## src/hw/rtl/pisd_pkg.sv

```systemverilog
package pisd_pkg;

    localparam int FRACTION_BITS  = 6;
    localparam int INTEGRAL_SHIFT = 3;

    localparam int DATA_W  = 16;
    localparam int GAIN_W  = 15;
    localparam int DUTY_W  = 8;
    localparam int PROD_W  = 2 * DATA_W;
    localparam int SUM_W   = PROD_W + 1;
    localparam int DIFF_W  = SUM_W + 1;

    localparam logic [DUTY_W-1:0] DUTY_MAX = 8'd254;
    localparam logic [DUTY_W-1:0] PWM_OFF  = 8'd255;

    localparam logic [GAIN_W-1:0] KP_RESET    = 15'd64;
    localparam logic [GAIN_W-1:0] KI_RESET    = 15'd192;
    localparam logic [GAIN_W-1:0] LIMIT_RESET = 15'd128;

    typedef enum logic [1:0] {
        CMD_TICK = 2'd0,
        CMD_STOP = 2'd1,
        CMD_RUN  = 2'd2,
        CMD_NOP  = 2'd3
    } cmd_t;

    typedef enum logic [1:0] {
        REG_KP    = 2'd0,
        REG_KI    = 2'd1,
        REG_LIMIT = 2'd2,
        REG_NONE  = 2'd3
    } cfg_reg_t;

    typedef struct packed {
        logic prod_load;
        logic ctl_load;
    } gain_ctl_t;

endpackage

```

## src/hw/rtl/pisd_gain_pipe.sv

```systemverilog
module pisd_gain_pipe
    import pisd_pkg::*;
(
    input  logic                     clk,
    input  gain_ctl_t                en,
    input  logic        [GAIN_W-1:0] kp,
    input  logic        [GAIN_W-1:0] ki,
    input  logic signed [DATA_W-1:0] err,
    input  logic signed [DATA_W-1:0] acc,
    output logic signed [SUM_W-1:0]  ctl
);

    logic signed [PROD_W-1:0] prod_p_reg;
    logic signed [PROD_W-1:0] prod_i_reg;
    logic signed [PROD_W-1:0] prod_p_next;
    logic signed [PROD_W-1:0] prod_i_next;
    logic signed [PROD_W-1:0] p_sh;
    logic signed [PROD_W-1:0] i_sh;
    logic signed [SUM_W-1:0]  sum;
    logic signed [SUM_W-1:0]  ctl_reg;
    logic signed [SUM_W-1:0]  ctl_next;

    // Both gains are unsigned, so a zero sign bit makes the multiply signed.
    assign prod_p_next = $signed({1'b0, kp}) * err;
    assign prod_i_next = $signed({1'b0, ki}) * acc;

    assign p_sh     = prod_p_reg >>> FRACTION_BITS;
    assign i_sh     = prod_i_reg >>> FRACTION_BITS;
    assign sum      = {p_sh[PROD_W-1], p_sh} + {i_sh[PROD_W-1], i_sh};
    assign ctl_next = sum >>> FRACTION_BITS;

    always_ff @(posedge clk)
    begin
        if (en.prod_load)
        begin
            prod_p_reg <= prod_p_next;
            prod_i_reg <= prod_i_next;
        end
        if (en.ctl_load)
        begin
            ctl_reg <= ctl_next;
        end
    end

    assign ctl = ctl_reg;

endmodule

```

## src/hw/rtl/pi_speed_duty_controller_unit.sv

```systemverilog
// Throughput: one request per cycle unless the output stalls, through a five-register
// pipeline (input, integrator, gain products, control sum, duty and result register);
// stages with bubbles keep moving.
// Reset is asynchronous and active low: the integral clears, the duty level goes to 255,
// the motor is stopped, the gains and limit take their reset values and the pipeline empties.
module pi_speed_duty_controller_unit
    import pisd_pkg::*;
(
    input  logic                     clk,
    input  logic                     rst_n,
    input  logic                     in_valid,
    output logic                     in_stall,
    input  logic [1:0]               command,
    input  logic [DATA_W-1:0]        setpoint,
    input  logic [DATA_W-1:0]        measured_speed,
    output logic                     out_valid,
    input  logic                     out_stall,
    output logic [DUTY_W-1:0]        pwm_compare,
    output logic signed [DATA_W-1:0] integral_value,
    input  logic                     cfg_valid,
    output logic                     cfg_ready,
    input  logic [1:0]               cfg_index,
    input  logic [GAIN_W-1:0]        cfg_data
);

    logic [GAIN_W-1:0] kp_reg;
    logic [GAIN_W-1:0] ki_reg;
    logic [GAIN_W-1:0] limit_reg;

    logic v1_reg, v2_reg, v3_reg, v4_reg, out_valid_reg;
    logic adv1, adv2, adv3, adv4, adv_out;

    logic                     stopped_reg;
    logic                     stopped_next;
    logic signed [DATA_W-1:0] integral_reg;
    logic signed [DATA_W-1:0] integral_next;
    logic [DUTY_W-1:0]        duty_reg;
    logic [DUTY_W-1:0]        duty_next;
    logic                     duty_load;

    cmd_t              cmd_s1_reg;
    logic [DATA_W-1:0] sp_s1_reg;
    logic [DATA_W-1:0] ms_s1_reg;

    cmd_t                     cmd_s2_reg, cmd_s3_reg, cmd_s4_reg;
    logic                     stop_s2_reg, stop_s3_reg, stop_s4_reg;
    logic signed [DATA_W-1:0] err_s2_reg;
    logic signed [DATA_W-1:0] acc_s2_reg, acc_s3_reg, acc_s4_reg;

    logic [DUTY_W-1:0]        pwm_reg;
    logic [DUTY_W-1:0]        pwm_next;
    logic signed [DATA_W-1:0] int_out_reg;

    logic signed [DATA_W-1:0] err;
    logic signed [DATA_W-1:0] err_sh;
    logic signed [DATA_W:0]   acc_sum;
    logic signed [DATA_W:0]   lim;
    logic signed [DATA_W:0]   neg_lim;
    logic signed [DATA_W-1:0] acc_clamped;

    logic signed [SUM_W-1:0]  ctl;
    logic signed [DIFF_W-1:0] duty_diff;
    gain_ctl_t                gain_en;

    // Each stage moves when it is empty or when the stage after it moves.
    assign adv_out  = !out_valid_reg || !out_stall;
    assign adv4     = !v4_reg || adv_out;
    assign adv3     = !v3_reg || adv4;
    assign adv2     = !v2_reg || adv3;
    assign adv1     = !v1_reg || adv2;
    assign in_stall = !adv1;
    assign cfg_ready = 1'b1;

    always_ff @(posedge clk or negedge rst_n)
    begin
        if (!rst_n)
        begin
            v1_reg        <= 1'b0;
            v2_reg        <= 1'b0;
            v3_reg        <= 1'b0;
            v4_reg        <= 1'b0;
            out_valid_reg <= 1'b0;
        end
        else
        begin
            if (adv1)    v1_reg        <= in_valid;
            if (adv2)    v2_reg        <= v1_reg;
            if (adv3)    v3_reg        <= v2_reg;
            if (adv4)    v4_reg        <= v3_reg;
            if (adv_out) out_valid_reg <= v4_reg;
        end
    end

    always_ff @(posedge clk or negedge rst_n)
    begin
        if (!rst_n)
        begin
            kp_reg    <= KP_RESET;
            ki_reg    <= KI_RESET;
            limit_reg <= LIMIT_RESET;
        end
        else if (cfg_valid && cfg_ready)
        begin
            unique case (cfg_reg_t'(cfg_index))
                REG_KP:    kp_reg    <= cfg_data;
                REG_KI:    ki_reg    <= cfg_data;
                REG_LIMIT: limit_reg <= cfg_data;
                REG_NONE:  ;
            endcase
        end
    end

    // Integrator stage.
    assign err     = $signed(sp_s1_reg - ms_s1_reg);
    assign err_sh  = err >>> INTEGRAL_SHIFT;
    assign lim     = $signed({2'b00, limit_reg});
    assign neg_lim = -lim;

    always_comb
    begin
        acc_sum = {integral_reg[DATA_W-1], integral_reg};
        if (!stopped_reg)
        begin
            acc_sum = acc_sum + {err_sh[DATA_W-1], err_sh};
        end
        priority if (acc_sum > lim)
        begin
            acc_clamped = lim[DATA_W-1:0];
        end
        else if (acc_sum < neg_lim)
        begin
            acc_clamped = neg_lim[DATA_W-1:0];
        end
        else
        begin
            acc_clamped = acc_sum[DATA_W-1:0];
        end
    end

    always_comb
    begin
        integral_next = integral_reg;
        stopped_next  = stopped_reg;
        unique case (cmd_s1_reg)
            CMD_TICK: integral_next = acc_clamped;
            CMD_STOP:
            begin
                integral_next = '0;
                stopped_next  = 1'b1;
            end
            CMD_RUN:  stopped_next = 1'b0;
            CMD_NOP:  ;
        endcase
    end

    assign gain_en.prod_load = adv3;
    assign gain_en.ctl_load  = adv4;

    pisd_gain_pipe u_gain_pipe (
        .clk (clk),
        .en  (gain_en),
        .kp  (kp_reg),
        .ki  (ki_reg),
        .err (err_s2_reg),
        .acc (acc_s2_reg),
        .ctl (ctl)
    );

    // Duty update and result selection.
    assign duty_diff = $signed({{(DIFF_W-DUTY_W){1'b0}}, duty_reg}) - {ctl[SUM_W-1], ctl};

    always_comb
    begin
        priority if (duty_diff < 0)
        begin
            duty_next = '0;
        end
        else if (duty_diff > $signed({{(DIFF_W-DUTY_W){1'b0}}, DUTY_MAX}))
        begin
            duty_next = DUTY_MAX;
        end
        else
        begin
            duty_next = duty_diff[DUTY_W-1:0];
        end
    end

    always_comb
    begin
        duty_load = 1'b0;
        pwm_next  = PWM_OFF;
        unique case (cmd_s4_reg)
            CMD_TICK:
            begin
                if (!stop_s4_reg)
                begin
                    duty_load = 1'b1;
                    pwm_next  = duty_next;
                end
            end
            CMD_STOP: pwm_next = PWM_OFF;
            CMD_RUN:  pwm_next = stop_s4_reg ? PWM_OFF : duty_reg;
            CMD_NOP:  pwm_next = stop_s4_reg ? PWM_OFF : duty_reg;
        endcase
    end

    always_ff @(posedge clk or negedge rst_n)
    begin
        if (!rst_n)
        begin
            stopped_reg  <= 1'b1;
            integral_reg <= '0;
            duty_reg     <= PWM_OFF;
        end
        else
        begin
            if (v1_reg && adv2)
            begin
                stopped_reg  <= stopped_next;
                integral_reg <= integral_next;
            end
            if (v4_reg && adv_out && duty_load)
            begin
                duty_reg <= duty_next;
            end
        end
    end

    always_ff @(posedge clk)
    begin
        if (adv1)
        begin
            cmd_s1_reg <= cmd_t'(command);
            sp_s1_reg  <= setpoint;
            ms_s1_reg  <= measured_speed;
        end
        if (adv2)
        begin
            cmd_s2_reg  <= cmd_s1_reg;
            stop_s2_reg <= stopped_reg;
            err_s2_reg  <= err;
            acc_s2_reg  <= integral_next;
        end
        if (adv3)
        begin
            cmd_s3_reg  <= cmd_s2_reg;
            stop_s3_reg <= stop_s2_reg;
            acc_s3_reg  <= acc_s2_reg;
        end
        if (adv4)
        begin
            cmd_s4_reg  <= cmd_s3_reg;
            stop_s4_reg <= stop_s3_reg;
            acc_s4_reg  <= acc_s3_reg;
        end
        if (adv_out)
        begin
            pwm_reg     <= pwm_next;
            int_out_reg <= acc_s4_reg;
        end
    end

    assign out_valid      = out_valid_reg;
    assign pwm_compare    = pwm_reg;
    assign integral_value = int_out_reg;

endmodule

```

## config.mk

```make
export PLATFORM = sky130hd
export DESIGN_NAME = pi_speed_duty_controller_unit
export DESIGN_NICKNAME = d
export VERILOG_FILES = /design/src/hw/rtl/pisd_pkg.sv /design/src/hw/rtl/pisd_gain_pipe.sv /design/src/hw/rtl/pi_speed_duty_controller_unit.sv
export SDC_FILE = /design/constraint.sdc
export NUM_CORES = 2
export LEC_CHECK = 0
export BUFFER_PORTS_ARGS = -buffer_cell sky130_fd_sc_hd__buf_2
export CORE_MARGIN = 4
export CORE_UTILIZATION = 60
export DETAILED_ROUTE_END_ITERATION = 7
export GPL_TIMING_DRIVEN = 0
export PLACE_DENSITY = 0.76
export SLEW_MARGIN = 10
export SYNTH_ARGS = -nofsm -noshare
export SYNTH_HDL_FRONTEND = slang
export SYNTH_SLANG_ARGS = --single-unit
```

## constraint.sdc

```tcl
create_clock -name clk -period 7.8 [get_ports clk]
set_clock_uncertainty 0.1 [all_clocks]
set_input_delay 1.56 -clock clk [delete_from_list [all_inputs] [get_ports clk]]
set_output_delay 1.56 -clock clk [all_outputs]
set_load 0.02 [all_outputs]
```

==> impl_metrics.xml <==
<?xml version="1.0" encoding="UTF-8"?>
<metrics>
  <group name="final_layout">
    <metric name="drive_above_1_share" unit="%">8.035</metric>
    <metric name="final_common_cell" unit="">inv_1</metric>
    <metric name="nets_finish" unit="">3803</metric>
    <metric name="insertedDiodeCount" unit="">0</metric>
    <metric name="most-common-layout-cells" unit="">inv_1 (540), fa_1 (361), ha_1 (335)</metric>
    <metric name="fillerInstances" unit="">3931</metric>
    <metric name="flow.area_growth_from_synthesis" unit="%">7.997</metric>
    <metric name="finalCoreUtilization" unit="%">65.80</metric>
  </group>
  <group name="logic_synthesis">
    <metric name="dominantRegCellSynth" unit="">edfxtp_1</metric>
    <metric name="synthesis.area_per_instance" unit="um2">10.18</metric>
    <metric name="yosysSeqAreaShare" unit="%">26.83</metric>
    <metric name="number_of_enable_type_register_cells_in_the_synthesized_netlist" unit="">204</metric>
    <metric name="netlist_instances" unit="">2936</metric>
    <metric name="synth.yosys.warnings" unit="">0</metric>
    <metric name="synth_nets" unit="">3688</metric>
    <metric name="ys_seq_elements" unit="">279</metric>
    <metric name="synth.distinct_cells" unit="">81</metric>
    <metric name="asyncSetResetFlopFracSynth" unit="%">26.88</metric>
    <metric name="mapped_area" unit="um2">29880</metric>
  </group>
  <group name="route">
    <metric name="drt_iter0_markers" unit="">1527</metric>
    <metric name="drt_drc_violations_left" unit="">0</metric>
    <metric name="vias" unit="">21610</metric>
    <metric name="ant_nets" unit="">0</metric>
    <metric name="drt-total-wl" unit="mm">73.43</metric>
    <metric name="vias_per_cell" unit="">5.781</metric>
    <metric name="routed_wire_length_per_instance" unit="um">19.64</metric>
    <metric name="dr.pass1.iters" unit="">6</metric>
  </group>
  <group name="clocking">
    <metric name="ctsLongestPathBuffers" unit="">3</metric>
    <metric name="postCtsSetupBuffers" unit="">0</metric>
    <metric name="worst_skew_pair.late_latency" unit="ns">0.57</metric>
    <metric name="number_of_clock_buffers_inserted_by_tritoncts" unit="">30</metric>
    <metric name="cts_tree" unit="">done</metric>
    <metric name="clock_sink_count" unit="">279</metric>
    <metric name="maximum_level_of_the_cts_h_tree" unit="">1</metric>
    <metric name="clk_pin_slew" unit="ns">0.06</metric>
    <metric name="clockRootBuffer" unit="">clkbuf_16</metric>
  </group>
  <group name="floorplan">
    <metric name="fp.dieH" unit="um">231.2</metric>
    <metric name="die_width" unit="um">231.2</metric>
    <metric name="floorplan.initialDensity" unit="%">60.92</metric>
    <metric name="fp.dieArea" unit="um2">53440</metric>
    <metric name="core_region_area" unit="um2">49050</metric>
    <metric name="fp-row-count" unit="">81</metric>
    <metric name="ios" unit="">83</metric>
  </group>
  <group name="critical_path">
    <metric name="critical_path_data_arrival_time" unit="ns">7.62</metric>
    <metric name="r2r-start" unit="">ki_reg[1]$_DFFE_PN0P_</metric>
    <metric name="worst_ep_required_time" unit="ns">8.00</metric>
    <metric name="r2r_setup_slack" unit="ns">0.39</metric>
    <metric name="critical_path.max_fanout" unit="">10</metric>
    <metric name="critPathKind" unit="">register to register</metric>
    <metric name="timing.rr.end" unit="">u_gain_pipe.prod_i_reg[31]$_DFFE_PP_</metric>
    <metric name="reg2regPathDepth" unit="">21</metric>
    <metric name="crit_path_end_kind" unit="">register</metric>
    <metric name="worstSetupStartpointType" unit="">register</metric>
  </group>
  <group name="global_routing">
    <metric name="grt_use_total" unit="%">28.11</metric>
    <metric name="grt_start_max_net_pins" unit="">57</metric>
    <metric name="first_global_vias" unit="">22510</metric>
    <metric name="initial_antenna_violation_count" unit="">1</metric>
    <metric name="global_route.overflow_total" unit="">0</metric>
    <metric name="grt_first_pass_wirelength" unit="mm">119.0</metric>
  </group>
  <group name="sta">
    <metric name="post-route-period-util" unit="%">95.04</metric>
    <metric name="max_slew.worst_pin.slew" unit="ns">1.133</metric>
    <metric name="timing.final.max_slew_violations" unit="">0</metric>
    <metric name="final-hold-violation-count" unit="">0</metric>
    <metric name="worst_slew_margin_rel" unit="%">24.33</metric>
    <metric name="setup_tns" unit="ns">0</metric>
    <metric name="fmax" unit="MHz">134.9</metric>
    <metric name="setup_violations" unit="">0</metric>
    <metric name="fin_ws" unit="ns">0.3866</metric>
    <metric name="holdWs" unit="ns">0.3049</metric>
    <metric name="period_needed" unit="ns">7.413</metric>
    <metric name="grt_setup_unrepaired" unit="">no</metric>
  </group>
  <group name="placement">
    <metric name="detailed_place_hpwl" unit="mm">60.38</metric>
    <metric name="dp_slack" unit="ns">0.06033</metric>
    <metric name="io_buffers" unit="">81</metric>
    <metric name="gp_congestion" unit="">0.9608</metric>
  </group>
  <group name="min_path">
    <metric name="timing.hold.worst_path_depth" unit="">0</metric>
    <metric name="hold_path.startpoint" unit="">acc_s4_reg[9]$_DFFE_PP_</metric>
    <metric name="hold-path-endpoint" unit="">integral_value[9]$_DFFE_PN_</metric>
    <metric name="hold_path.class" unit="">register to register</metric>
  </group>
  <group name="flow_run">
    <metric name="max-cap-violations" unit="">0</metric>
  </group>
  <group name="outcome">
    <metric name="run_status" unit="">completed</metric>
  </group>
</metrics>
## worst max-delay path: stages (launching register included)
cell      delay (ns)
dfrtp_1         0.64
clkbuf_1        0.55
nand2_1         0.16
fa_1            0.52
fa_1            0.49
inv_1           0.05
fa_1            0.48
inv_1           0.05
fa_1            0.45
fa_1            0.49
inv_1           0.06
fa_1            0.48
ha_1            0.36
a21oi_1         0.19
o211ai_1        0.12
a211oi_1        0.51
o32ai_1         0.21
a311oi_2        0.37
a21oi_1         0.20
a211oi_1        0.37
o21bai_1        0.12
xnor2_1         0.15
## final cells by class
class	count	area [um2]	area share, %
Timing Repair Buffer	86	513.0	1.589
Tap cell	664	830.8	2.574
Sequential cell	279	8019	24.85
Buffer	86	364.1	1.128
Multi-Input combinational cell	2026	19500	60.41
Clock inverter	16	148.9	0.4613
Clock buffer	39	868.3	2.690
Inverter	542	2034	6.304
## worst max path at each step
stage,slack (ns),startpoint,endpoint
6_report,0.39,ki_reg[1]$_DFFE_PN0P_,u_gain_pipe.prod_i_reg[31]$_DFFE_PP_
2_1_floorplan,1.07,ki_reg[7]$_DFFE_PN1P_,u_gain_pipe.prod_i_reg[31]$_DFFE_PP_
3_3_place_gp,-0.01,ki_reg[7]$_DFFE_PN1P_,u_gain_pipe.prod_i_reg[31]$_DFFE_PP_
4_1_cts,0.03,ki_reg[9]$_DFFE_PN0P_,u_gain_pipe.prod_i_reg[31]$_DFFE_PP_
3_5_place_dp,0.06,ki_reg[7]$_DFFE_PN1P_,u_gain_pipe.prod_i_reg[31]$_DFFE_PP_
5_1_grt,0.08,sp_s1_reg[0]$_DFFE_PN_,acc_s2_reg[5]$_DFFE_PP_
## layer usage
layer,vias to the layer above,wire (um),share of wire [%],global-route usage (%)
met4,0,2990,4.1,9.491
met1,10660,29600,40,37.08
met3,187,6499,8.9,6.379
li1,9825,-,-,-
met5,-,0,0,0
met2,936,34340,47,46.40
## through the flow
stage / instance area (um2) / cells
after floorplan: 29880 / 2936
after global routing: 32270 / 3738
final: 32270 / 3738
after CTS: 32250 / 3740
after global placement: 31120 / 3681
after detailed placement: 31240 / 3686
## cell usage after synthesis (20+ instances only)
master	number	area, um2
a211oi_1	20	150.1
a21o_1	39	292.8
a21oi_1	89	445.4
and2_1	191	1195
clkbuf_1	80	300.3
dfrtp_1	62	1551
edfxtp_1	204	6126
fa_1	361	7227
ha_1	335	4192
inv_1	541	2031
mux2_2	47	529.3
nand2_1	331	1242
nand2b_1	39	244.0
nand3_1	29	145.1
nor2_1	76	285.3
nor2b_1	22	137.6
nor3_1	28	140.1
o21ai_0	53	265.3
xnor2_1	76	665.6
xor2_1	35	306.5
## kinds of logic after synthesis
group	synth area share [%]
adders and majority gates	38.21
and+or+nand+nor	13.07
AOI/OAI and AO/OA	8.621
buffers and inverters	7.997
other	0.01255
muxes	2.005
xor gates and xnor gates	3.253
DFF	26.83
## repair_timing
action                                  CTS  global route
hold buffers                              0             0
resized for setup                         0            35
endpoints found under the setup margin    1            22
Power is not shown: default switching activity piles up to over one toggle a cycle in this logic, so the estimate is an artifact.
